## src/rtl/core/avr_pkg.sv

```systemverilog
// Shared types and constants for the axis-angle vector rotate core.
// No dependencies; used by every module in rtl/core.
package avr_pkg;

	localparam int CordicSteps = 20;
	localparam int CordicW     = 34;
	localparam logic signed [CordicW-1:0] CordicStart = 34'sd652032874;

	typedef struct packed {
		logic signed [17:0] axis_x;
		logic signed [17:0] axis_y;
		logic signed [17:0] axis_z;
		logic signed [31:0] vec_x;
		logic signed [31:0] vec_y;
		logic signed [31:0] vec_z;
	} item_t;

	typedef struct packed {
		logic signed [CordicW-1:0] x;
		logic signed [CordicW-1:0] y;
		logic signed [CordicW-1:0] z;
		logic                      flip;
		item_t                     item;
	} cordic_t;

	// arctangent of 2^-i in units of 2^-32 turn
	function automatic logic [30:0] atan_step(input int i);
		logic [30:0] r;
		case (i)
			0:  r = 31'd536870912;
			1:  r = 31'd316933406;
			2:  r = 31'd167458907;
			3:  r = 31'd85004756;
			4:  r = 31'd42667331;
			5:  r = 31'd21354465;
			6:  r = 31'd10679838;
			7:  r = 31'd5340245;
			8:  r = 31'd2670163;
			9:  r = 31'd1335087;
			10: r = 31'd667544;
			11: r = 31'd333772;
			12: r = 31'd166886;
			13: r = 31'd83443;
			14: r = 31'd41722;
			15: r = 31'd20861;
			16: r = 31'd10430;
			17: r = 31'd5215;
			18: r = 31'd2608;
			19: r = 31'd1304;
			default: r = 31'd0;
		endcase
		return r;
	endfunction

endpackage

```

## src/rtl/core/avr_cordic_cell.sv

```systemverilog
// One CORDIC rotation step as a pipeline cell; payload rides along.
// Depends on avr_pkg.
module avr_cordic_cell #(
	parameter int STEP = 0
) (
	input  logic             clk,
	input  logic             arst_n,
	input  logic             in_valid,
	input  avr_pkg::cordic_t in_data,
	output logic             out_valid,
	output avr_pkg::cordic_t out_data
);

	localparam logic signed [avr_pkg::CordicW-1:0] Atan =
		$signed({{(avr_pkg::CordicW-31){1'b0}}, avr_pkg::atan_step(STEP)});

	logic signed [avr_pkg::CordicW-1:0] dx, dy;
	avr_pkg::cordic_t nxt;

	assign dx = in_data.y >>> STEP;
	assign dy = in_data.x >>> STEP;

	always_comb begin
		nxt = in_data;
		if (!in_data.z[avr_pkg::CordicW-1]) begin
			nxt.x = in_data.x - dx;
			nxt.y = in_data.y + dy;
			nxt.z = in_data.z - Atan;
		end else begin
			nxt.x = in_data.x + dx;
			nxt.y = in_data.y - dy;
			nxt.z = in_data.z + Atan;
		end
	end

	always_ff @(posedge clk or negedge arst_n) begin
		if (!arst_n) begin
			out_valid <= 1'b0;
		end else begin
			out_valid <= in_valid;
		end
	end

	always_ff @(posedge clk) begin
		out_data <= nxt;
	end

endmodule

```

## config.mk

```make
export PLATFORM = sky130hd
export DESIGN_NAME = avr_cordic_cell
export DESIGN_NICKNAME = d
export VERILOG_FILES = /design/src/rtl/core/avr_pkg.sv /design/src/rtl/core/avr_cordic_cell.sv
export SDC_FILE = /design/constraint.sdc
export NUM_CORES = 1
export LEC_CHECK = 0
export BUFFER_PORTS_ARGS = -buffer_cell sky130_fd_sc_hd__buf_2
export CORE_AREA = 2 2 199 201
export CTS_CLUSTER_SIZE = 8
export DETAILED_ROUTE_END_ITERATION = 10
export DIE_AREA = 0 0 201 203
export SYNTH_ARGS = -nofsm -noshare
export SYNTH_HDL_FRONTEND = slang
export SYNTH_SLANG_ARGS = --single-unit
```

## constraint.sdc

```tcl
create_clock -name clk -period 1.5 [get_ports clk]
set_clock_uncertainty 0.2 [all_clocks]
set_input_delay 0.075 -clock clk [delete_from_list [all_inputs] [get_ports clk]]
set_output_delay 0.075 -clock clk [all_outputs]
set_load 0.02 [all_outputs]
```

==> reports/metrics.yaml, run 1 <==
outcome:
  status: "finished, violations left"
  violations: "setup timing"
clock_tree:
  clk_pin_slew_worst_paths_ns: 0.05
  numCtsBuffers: 37
  cts-root-buf: "clkbuf_16"
  cts_max_level: 2
  cts_tree: "yes"
  cts_sinks: 253
  clock_path_buffers: 3
final_layout:
  layout-drive-gt1-share_pct: 48.2
  nFillCells: 3184
  layout_common_cells: "buf_2, buf_4, dlygate4sd3_1"
  final_common_cell: "buf_2"
  fin_util_pct: 60.0
  syn2layout_area_growth_pct: 107
  final_net_count: 2770
setup_path:
  crit_fanout: 3
  cp-start-kind: "input port"
  cp-end-kind: "flip-flop"
  worstSetupPathType: "input port to flip-flop"
  critPathArrivalTime_ns: 2.64
  worstPathRequired_ns: 1.75
timing:
  rsz0062_at_grt: "yes"
  hold_violations: 0
  max_slew_margin_pct: 65.3
  fin_crit_sh_pct: 160
  maxSlewViolCount: 0
  worstMarginPinSlew_ns: 0.515
  finalCriticalPeriod_ns: 2.39
  setup_ws_ns: -0.893
  setup_violations: 58
  fmax_mhz: 418
  setup_tns_ns: -35.74
yosys:
  synth-compound-area-share_pct: 19.5
  synthMuxAreaShare_pct: 1.26
  yosys_warnings: 0
  ys_ff_latch: 253
  synth-xor-area-share_pct: 5.19
  async_reset_ff_share_pct: 0.395
  syn-cell-area_sq_um: 11100
  yosysSeqAreaShare_pct: 45.5
  synth_ff_type: "dfxtp_1"
  syn-num-nets: 1548
  syn_area_per_cell_sq_um: 9.39
  synth_top_family_by_area: "compound AO/OA/AOI/OAI gates"
  synth_simple_gate_area_share_pct: 10.8
  syn_inst: 1186
  yosysUniqueCellTypes: 79
  synth_edf_count: 0
  synthAdderAreaFrac_pct: 12.2
route:
  postRouteWirelength_mm: 65.3
  vias: 13900
  viasPerCell: 4.75
  drtIter0Drc: 908
  ant_nets: 0
  first_pass_iters: 5
  wl_per_cell_um: 22.3
  route.detailed.drc: 0
floorplanning:
  rows: 72
  ios: 510
  die_x_um: 201
  coreArea_sq_um: 38500
  die_area_sq_um: 40800
  start_util_pct: 29.0
  die_h_um: 203
power_and_ir_drop:
  powerDensity_nw_per_um2: 999
  power_frac_comb_pct: 34.7
  total_leakage_power_nw: 11.0
  pwr-share-clk_pct: 31.8
  switching_share_pct: 32.4
  net-switching-power_mw: 7.48
  pwr-share-seq_pct: 33.5
  internal_power_mw: 15.6
  ir_drop_uv: 773
placed_design:
  io_buffers: 509
  hpwl_mm: 49.3
  gp_congestion: 1.03
global_route:
  use_met2_pct: 52.1
  busiest_layer: "met2"
  grt_pass1_wl_mm: 94.3
  grt_max_degree: 70
  antenna_found_initial: 7
  use_met3_pct: 7.45
  grt_pass1_vias: 14600
  grt-ovfl-total: 0
  grt_util_met1_pct: 37.9
  track_usage_pct: 30.8
hold_path:
  hold_end: "out_data[209]"
  whs_path_depth: 4
  hp-start: "in_data[243]"
  hold_path.class: "input port to flip-flop"
run:
  drv_cap: 0
timing repair:
item	in CTS	in global routing
gates resized for setup	170	90
pin swaps	87	89
endpoints found under the setup margin	61	59
buffers inserted	19	32
hold endpoints to repair	225	1
hold buffers	323	1
through the flow:
stage / hold WS (ns) / worst slack (ns) / cell area [sq um] / instances / total power, mW
6_report: 0.00789 / -0.893 / 23100 / 2933 / 23.1
5_1_grt: 0.00854 / -0.962 / 23100 / 2931 / 23.9
4_1_cts: -0.109 / -0.757 / 22500 / 2904 / 22.8
3_5_place_dp: -0.288 / -1.60 / 17400 / 2523 / 14.2
3_3_place_gp: -0.285 / -1.58 / 17400 / 2523 / 14.2
2_1_floorplan: -0.421 / -0.964 / 11700 / 1186 / 10.9
logic make-up (layout without fill, tap and decap cells):
kind of cell | count (synthesis) | after routing
AOI/OAI and AO/OA | 339 | 339
adders and majority gates | 106 | 106
buffers and inverters | 159 | 1385
other | 0 | 3
and+or+nand+nor | 249 | 249
DFF | 253 | 253
muxes | 14 | 14
xor gates and xnor gates | 66 | 66
per-layer routing:
| layer | vias up | part of all wire, % | wire length, um |
|---|---|---|---|
| met5 | - | 0 | 0 |
| met3 | 134 | 6.8 | 4460 |
| met2 | 574 | 47 | 31000 |
| li1 | 6516 | - | - |
| met4 | 0 | 4.3 | 2780 |
| met1 | 6711 | 41 | 27100 |
worst max-delay path, stage by stage:
cell and delay (ns):
buf_8 0.10, ha_4 0.16, fa_2 0.36, nor3b_4 0.17
o31ai_2 0.29, a21oi_2 0.18, o211ai_1 0.19, buf_4 0.16
a311oi_4 0.11, buf_4 0.18, nor3_4 0.23, o31ai_2 0.12
mux2i_1 0.17, xnor2_1 0.13
synthesized netlist by cell type, types with 4 or more instances:
master,n,area (sq um)
buf_2,11,55.1
o21ai_0,69,345
nor2_1,86,323
buf_1,8,30.0
and2_1,5,31.3
nand3b_1,4,30.0
inv_1,105,394
ha_1,102,1280
dfxtp_1,252,5040
xnor2_1,56,490
a211o_1,4,35.0
o31ai_1,7,52.6
nor4_1,6,37.5
mux2i_1,14,140
nor2b_1,10,62.6
a31oi_1,6,37.5
clkbuf_1,28,105
nand3_1,16,80.1
fa_1,4,80.1
xor2_1,10,87.6
o21bai_1,25,188
or3_1,5,31.3
a21oi_1,128,641
o211ai_1,7,52.6
or4_1,6,45.0
a21o_1,16,120
nand4_1,13,81.3
a211oi_1,10,75.1
nor3_1,21,105
o21a_1,10,75.1
nand2b_1,11,68.8
o21ai_1,5,25.0
o22ai_1,4,25.0
a2111oi_0,6,52.6
nand2_1,49,184
area by class of cell:
| cell class | instances | area [sq um] | share of cell area, % |
|---|---|---|---|
| clock buffers | 41 | 941 | 4.08 |
| flip-flops and latches | 253 | 5070 | 22.0 |
| inverters | 110 | 493 | 2.14 |
| repair buffers | 1232 | 9130 | 39.6 |
| diodes | 3 | 7.51 | 0.0325 |
| multi-input cells | 774 | 6770 | 29.3 |
| well taps | 518 | 648 | 2.81 |
| clock inverters | 2 | 17.5 | 0.0759 |
sequential cells by signal, summed over array words and instances (netlist names):
signal,flops
out_valid,1
out_data,252
power by group through the flow:
stage | Combinational, mW | Clock [mW] | Sequential (mW)
after floorplan | 2.24 | 0 | 8.69
after global placement | 6.38 | 0 | 7.83
after detailed placement | 6.39 | 0 | 7.82
after CTS | 7.59 | 7.52 | 7.71
after global routing | 8.42 | 7.77 | 7.76
final | 7.99 | 7.34 | 7.72
worst max-delay path by stage:
stage	from	to	slack, ns	cells past startpoint
2_1_floorplan	in_data[232]	out_data[217]	-0.96	10
3_3_place_gp	in_data[185]	out_data[251]	-1.58	13
3_5_place_dp	in_data[185]	out_data[251]	-1.60	13
4_1_cts	in_data[198]	out_data[251]	-0.76	12
5_1_grt	in_data[185]	out_data[237]	-0.96	13
6_report	in_data[185]	out_data[245]	-0.89	14
Power figures use the tool's default switching activity.
==> inputs of run 2 (changes only) <==
--- a/config.mk
+++ b/config.mk
@@ -10,6 +10,7 @@
 export CTS_CLUSTER_SIZE = 8
 export DETAILED_ROUTE_END_ITERATION = 10
 export DIE_AREA = 0 0 201 203
+export SETUP_SLACK_MARGIN = 0.4
 export SYNTH_ARGS = -nofsm -noshare
 export SYNTH_HDL_FRONTEND = slang
 export SYNTH_SLANG_ARGS = --single-unit
==> reports/metrics.yaml, run 2 (same netlist as run 1, synthesis figures left out) <==
final_layout:
  fin_area_sq_um: 25900  # +12%
  largestRegisters: "out_data (252), out_valid (1)"
  top_register: "out_data"
  multi_input_area_sq_um: 7020  # +3.7%
  syn2layout_area_growth_pct: 132
  seq_area_sq_um: 5420  # +6.8%
  final_common_cell: "buf_4"
  fin_util_pct: 67.3  # +7.3 points
  layout-drive-gt1-share_pct: 60.6  # +12 points
  layout_common_cells: "buf_4, dlygate4sd3_1, buf_6"
  nFillCells: 2822  # -11%
  final_net_count: 2802  # +1.2%
  largest_register_ffs: 252  # unchanged
setup_path:
  crit_chain: "buf_12 -> inv_12 -> ha_4 -> buf_6 -> fa_2 -> nand2b_4 -> a21o_1 -> nand3b_1 -> a21o_1 -> a21oi_4 -> o31ai_2 -> buf_4 -> a21boi_0 -> mux2i_1 -> xnor2_1"
  startpoint: "in_data[219]"
  critPathArrivalTime_ns: 2.62  # -0.02 ns
  crit_fanout: 3  # unchanged
  cp-start-kind: "input port"
  cp-end-kind: "flip-flop"
  worstSetupPathType: "input port to flip-flop"
  cpPeakStageDelay_ns: 0.39  # +0.03 ns
  worstPathRequired_ns: 1.78  # +0.03 ns
  critPathSlowestCell: "fa_2"
  timing.critical_path.to: "out_data[245]"
  worst_path_most_repeated_cell: "a21o_1"
global_route:
  antenna_found_initial: 12  # +5
  grt_pass1_vias: 15000  # +2.9%
  track_usage_pct: 31.9  # +1.1 points
  grt_max_degree: 47  # -33%
  grt_pass1_wl_mm: 97.6  # +3.4%
  grt-ovfl-total: 0  # unchanged
floorplanning:
  die_h_um: 203  # unchanged
  die_x_um: 201  # unchanged
  coreArea_sq_um: 38500  # unchanged
  rows: 72  # unchanged
  die_area_sq_um: 40800  # unchanged
  ios: 510  # unchanged
  start_util_pct: 29.0  # unchanged
timing:
  setup_ws_ns: -0.846  # +0.0463 ns
  fin_crit_sh_pct: 156  # -3.1 points
  worstMarginPinSlew_ns: 0.764  # +0.249 ns
  holdWs_ns: -0.302  # -0.310 ns
  fmax_mhz: 426  # +2.0%
  maxSlewViolCount: 0  # unchanged
  hold_violations: 38  # +38
  rsz0062_at_grt: "yes"
  finalCriticalPeriod_ns: 2.35  # -0.0463 ns
  max_slew_margin_pct: 49.1  # -16 points
  setup_violations: 60  # +3.4%
  setup_tns_ns: -36.97  # -1.23 ns
route:
  wl_per_cell_um: 23.4  # +4.9%
  wl_met1_mm: 28.2  # +4.2%
  route.detailed.drc: 0  # unchanged
  postRouteWirelength_mm: 69.6  # +6.6%
  dr_wl_met3_mm: 4.47  # +0.13%
  viasPerCell: 4.79  # +0.81%
  wl_met2_mm: 33.6  # +8.3%
  vias: 14300  # +2.4%
  ant_nets: 0  # unchanged
  first_pass_iters: 5  # unchanged
  drtIter0Drc: 766  # -16%
  top_layer_used: "met4"
clock_tree:
  clock_path_buffers: 3  # unchanged
  cts_max_level: 2  # unchanged
  cts-root-buf: "clkbuf_16"
  clk_pin_slew_worst_paths_ns: 0.05  # about the same
  cts_tree: "yes"
  cts_sinks: 253  # unchanged
  numCtsBuffers: 39  # +5.4%
power_and_ir_drop:
  powerDensity_nw_per_um2: 999  # about the same
  ir_drop_uv: 953  # +23%
  total_leakage_power_nw: 11.9  # +8.4%
placed_design:
  postPlaceCellArea_sq_um: 17500  # +0.32%
  io_buffers: 509  # unchanged
  place_ws_ns: -1.62  # -0.0276 ns
  hpwl_mm: 48.8  # -0.88%
  gp_congestion: 0.959  # -6.7%
hold_path:
  hold_path.class: "input port to flip-flop"
outcome:
  violations: "hold timing, setup timing"
  status: "finished, violations left"
run:
  drv_cap: 0  # unchanged
==> run 2: layout make-up <==
class | count | area share [%]
antenna | 12 | 0.116
tap | 518 | 2.50
clock buffer | 45 | 3.93
multi-input combinational | 774 | 27.1
clock inverter | 6 | 0.560
sequential | 253 | 20.9
inverter | 110 | 2.08
timing repair buffer | 1262 | 42.8
==> run 2: what timing repair did <==
| action | CTS | global route |
|---|---|---|
| pin swaps | 106 | 95 |
| buffers inserted | 40 | 30 |
| gates resized for setup | 631 | 483 |
| setup endpoints to repair | 317 | 337 |
| endpoints found under the hold margin | 234 | 34 |
| hold buffers | 341 | 2 |
==> run 2: worst min-delay path by stage <==
stage	start	endpoint	slack, ns	cells after the start
floorplan	arst_n	out_valid	-0.42	0
global placement	arst_n	out_valid	-0.32	1
detailed placement	arst_n	out_valid	-0.32	1
CTS	in_data[181]	out_data[181]	-0.32	2
global route	in_data[181]	out_data[181]	-0.31	2
finish	in_data[181]	out_data[181]	-0.30	2
==> run 2: power by group <==
part           switching (mW)  internal, mW  leakage [nW]
Combinational            4.42          4.75          9.21
Sequential              0.487          7.61          2.14
Clock                    3.31          5.29         0.565
==> run 2: critical path, delay by kind of cell <==
kind,cells,cell delay [ns]
compound gates,5,0.92
fa+ha+maj,2,0.54
buf+inv,4,0.43
simple gates,2,0.28
mux,1,0.22
xor+xnor,1,0.15
==> run 2: routing by layer <==
| layer | vias to the layer above | GRT usage (%) |
|---|---|---|
| li1 | 6598 | - |
| met5 | - | 0 |
| met2 | 567 | 53.4 |
| met1 | 6964 | 38.7 |
| met3 | 144 | 7.00 |
| met4 | 0 | 16.0 |
==> run 2: metrics by stage <==
step / total power, mW / instances
2_1_floorplan: 11.0 / 1186
3_3_place_gp: 14.2 / 2519
3_5_place_dp: 14.2 / 2519
4_1_cts: 24.7 / 2951
5_1_grt: 26.7 / 2976
6_report: 25.9 / 2980
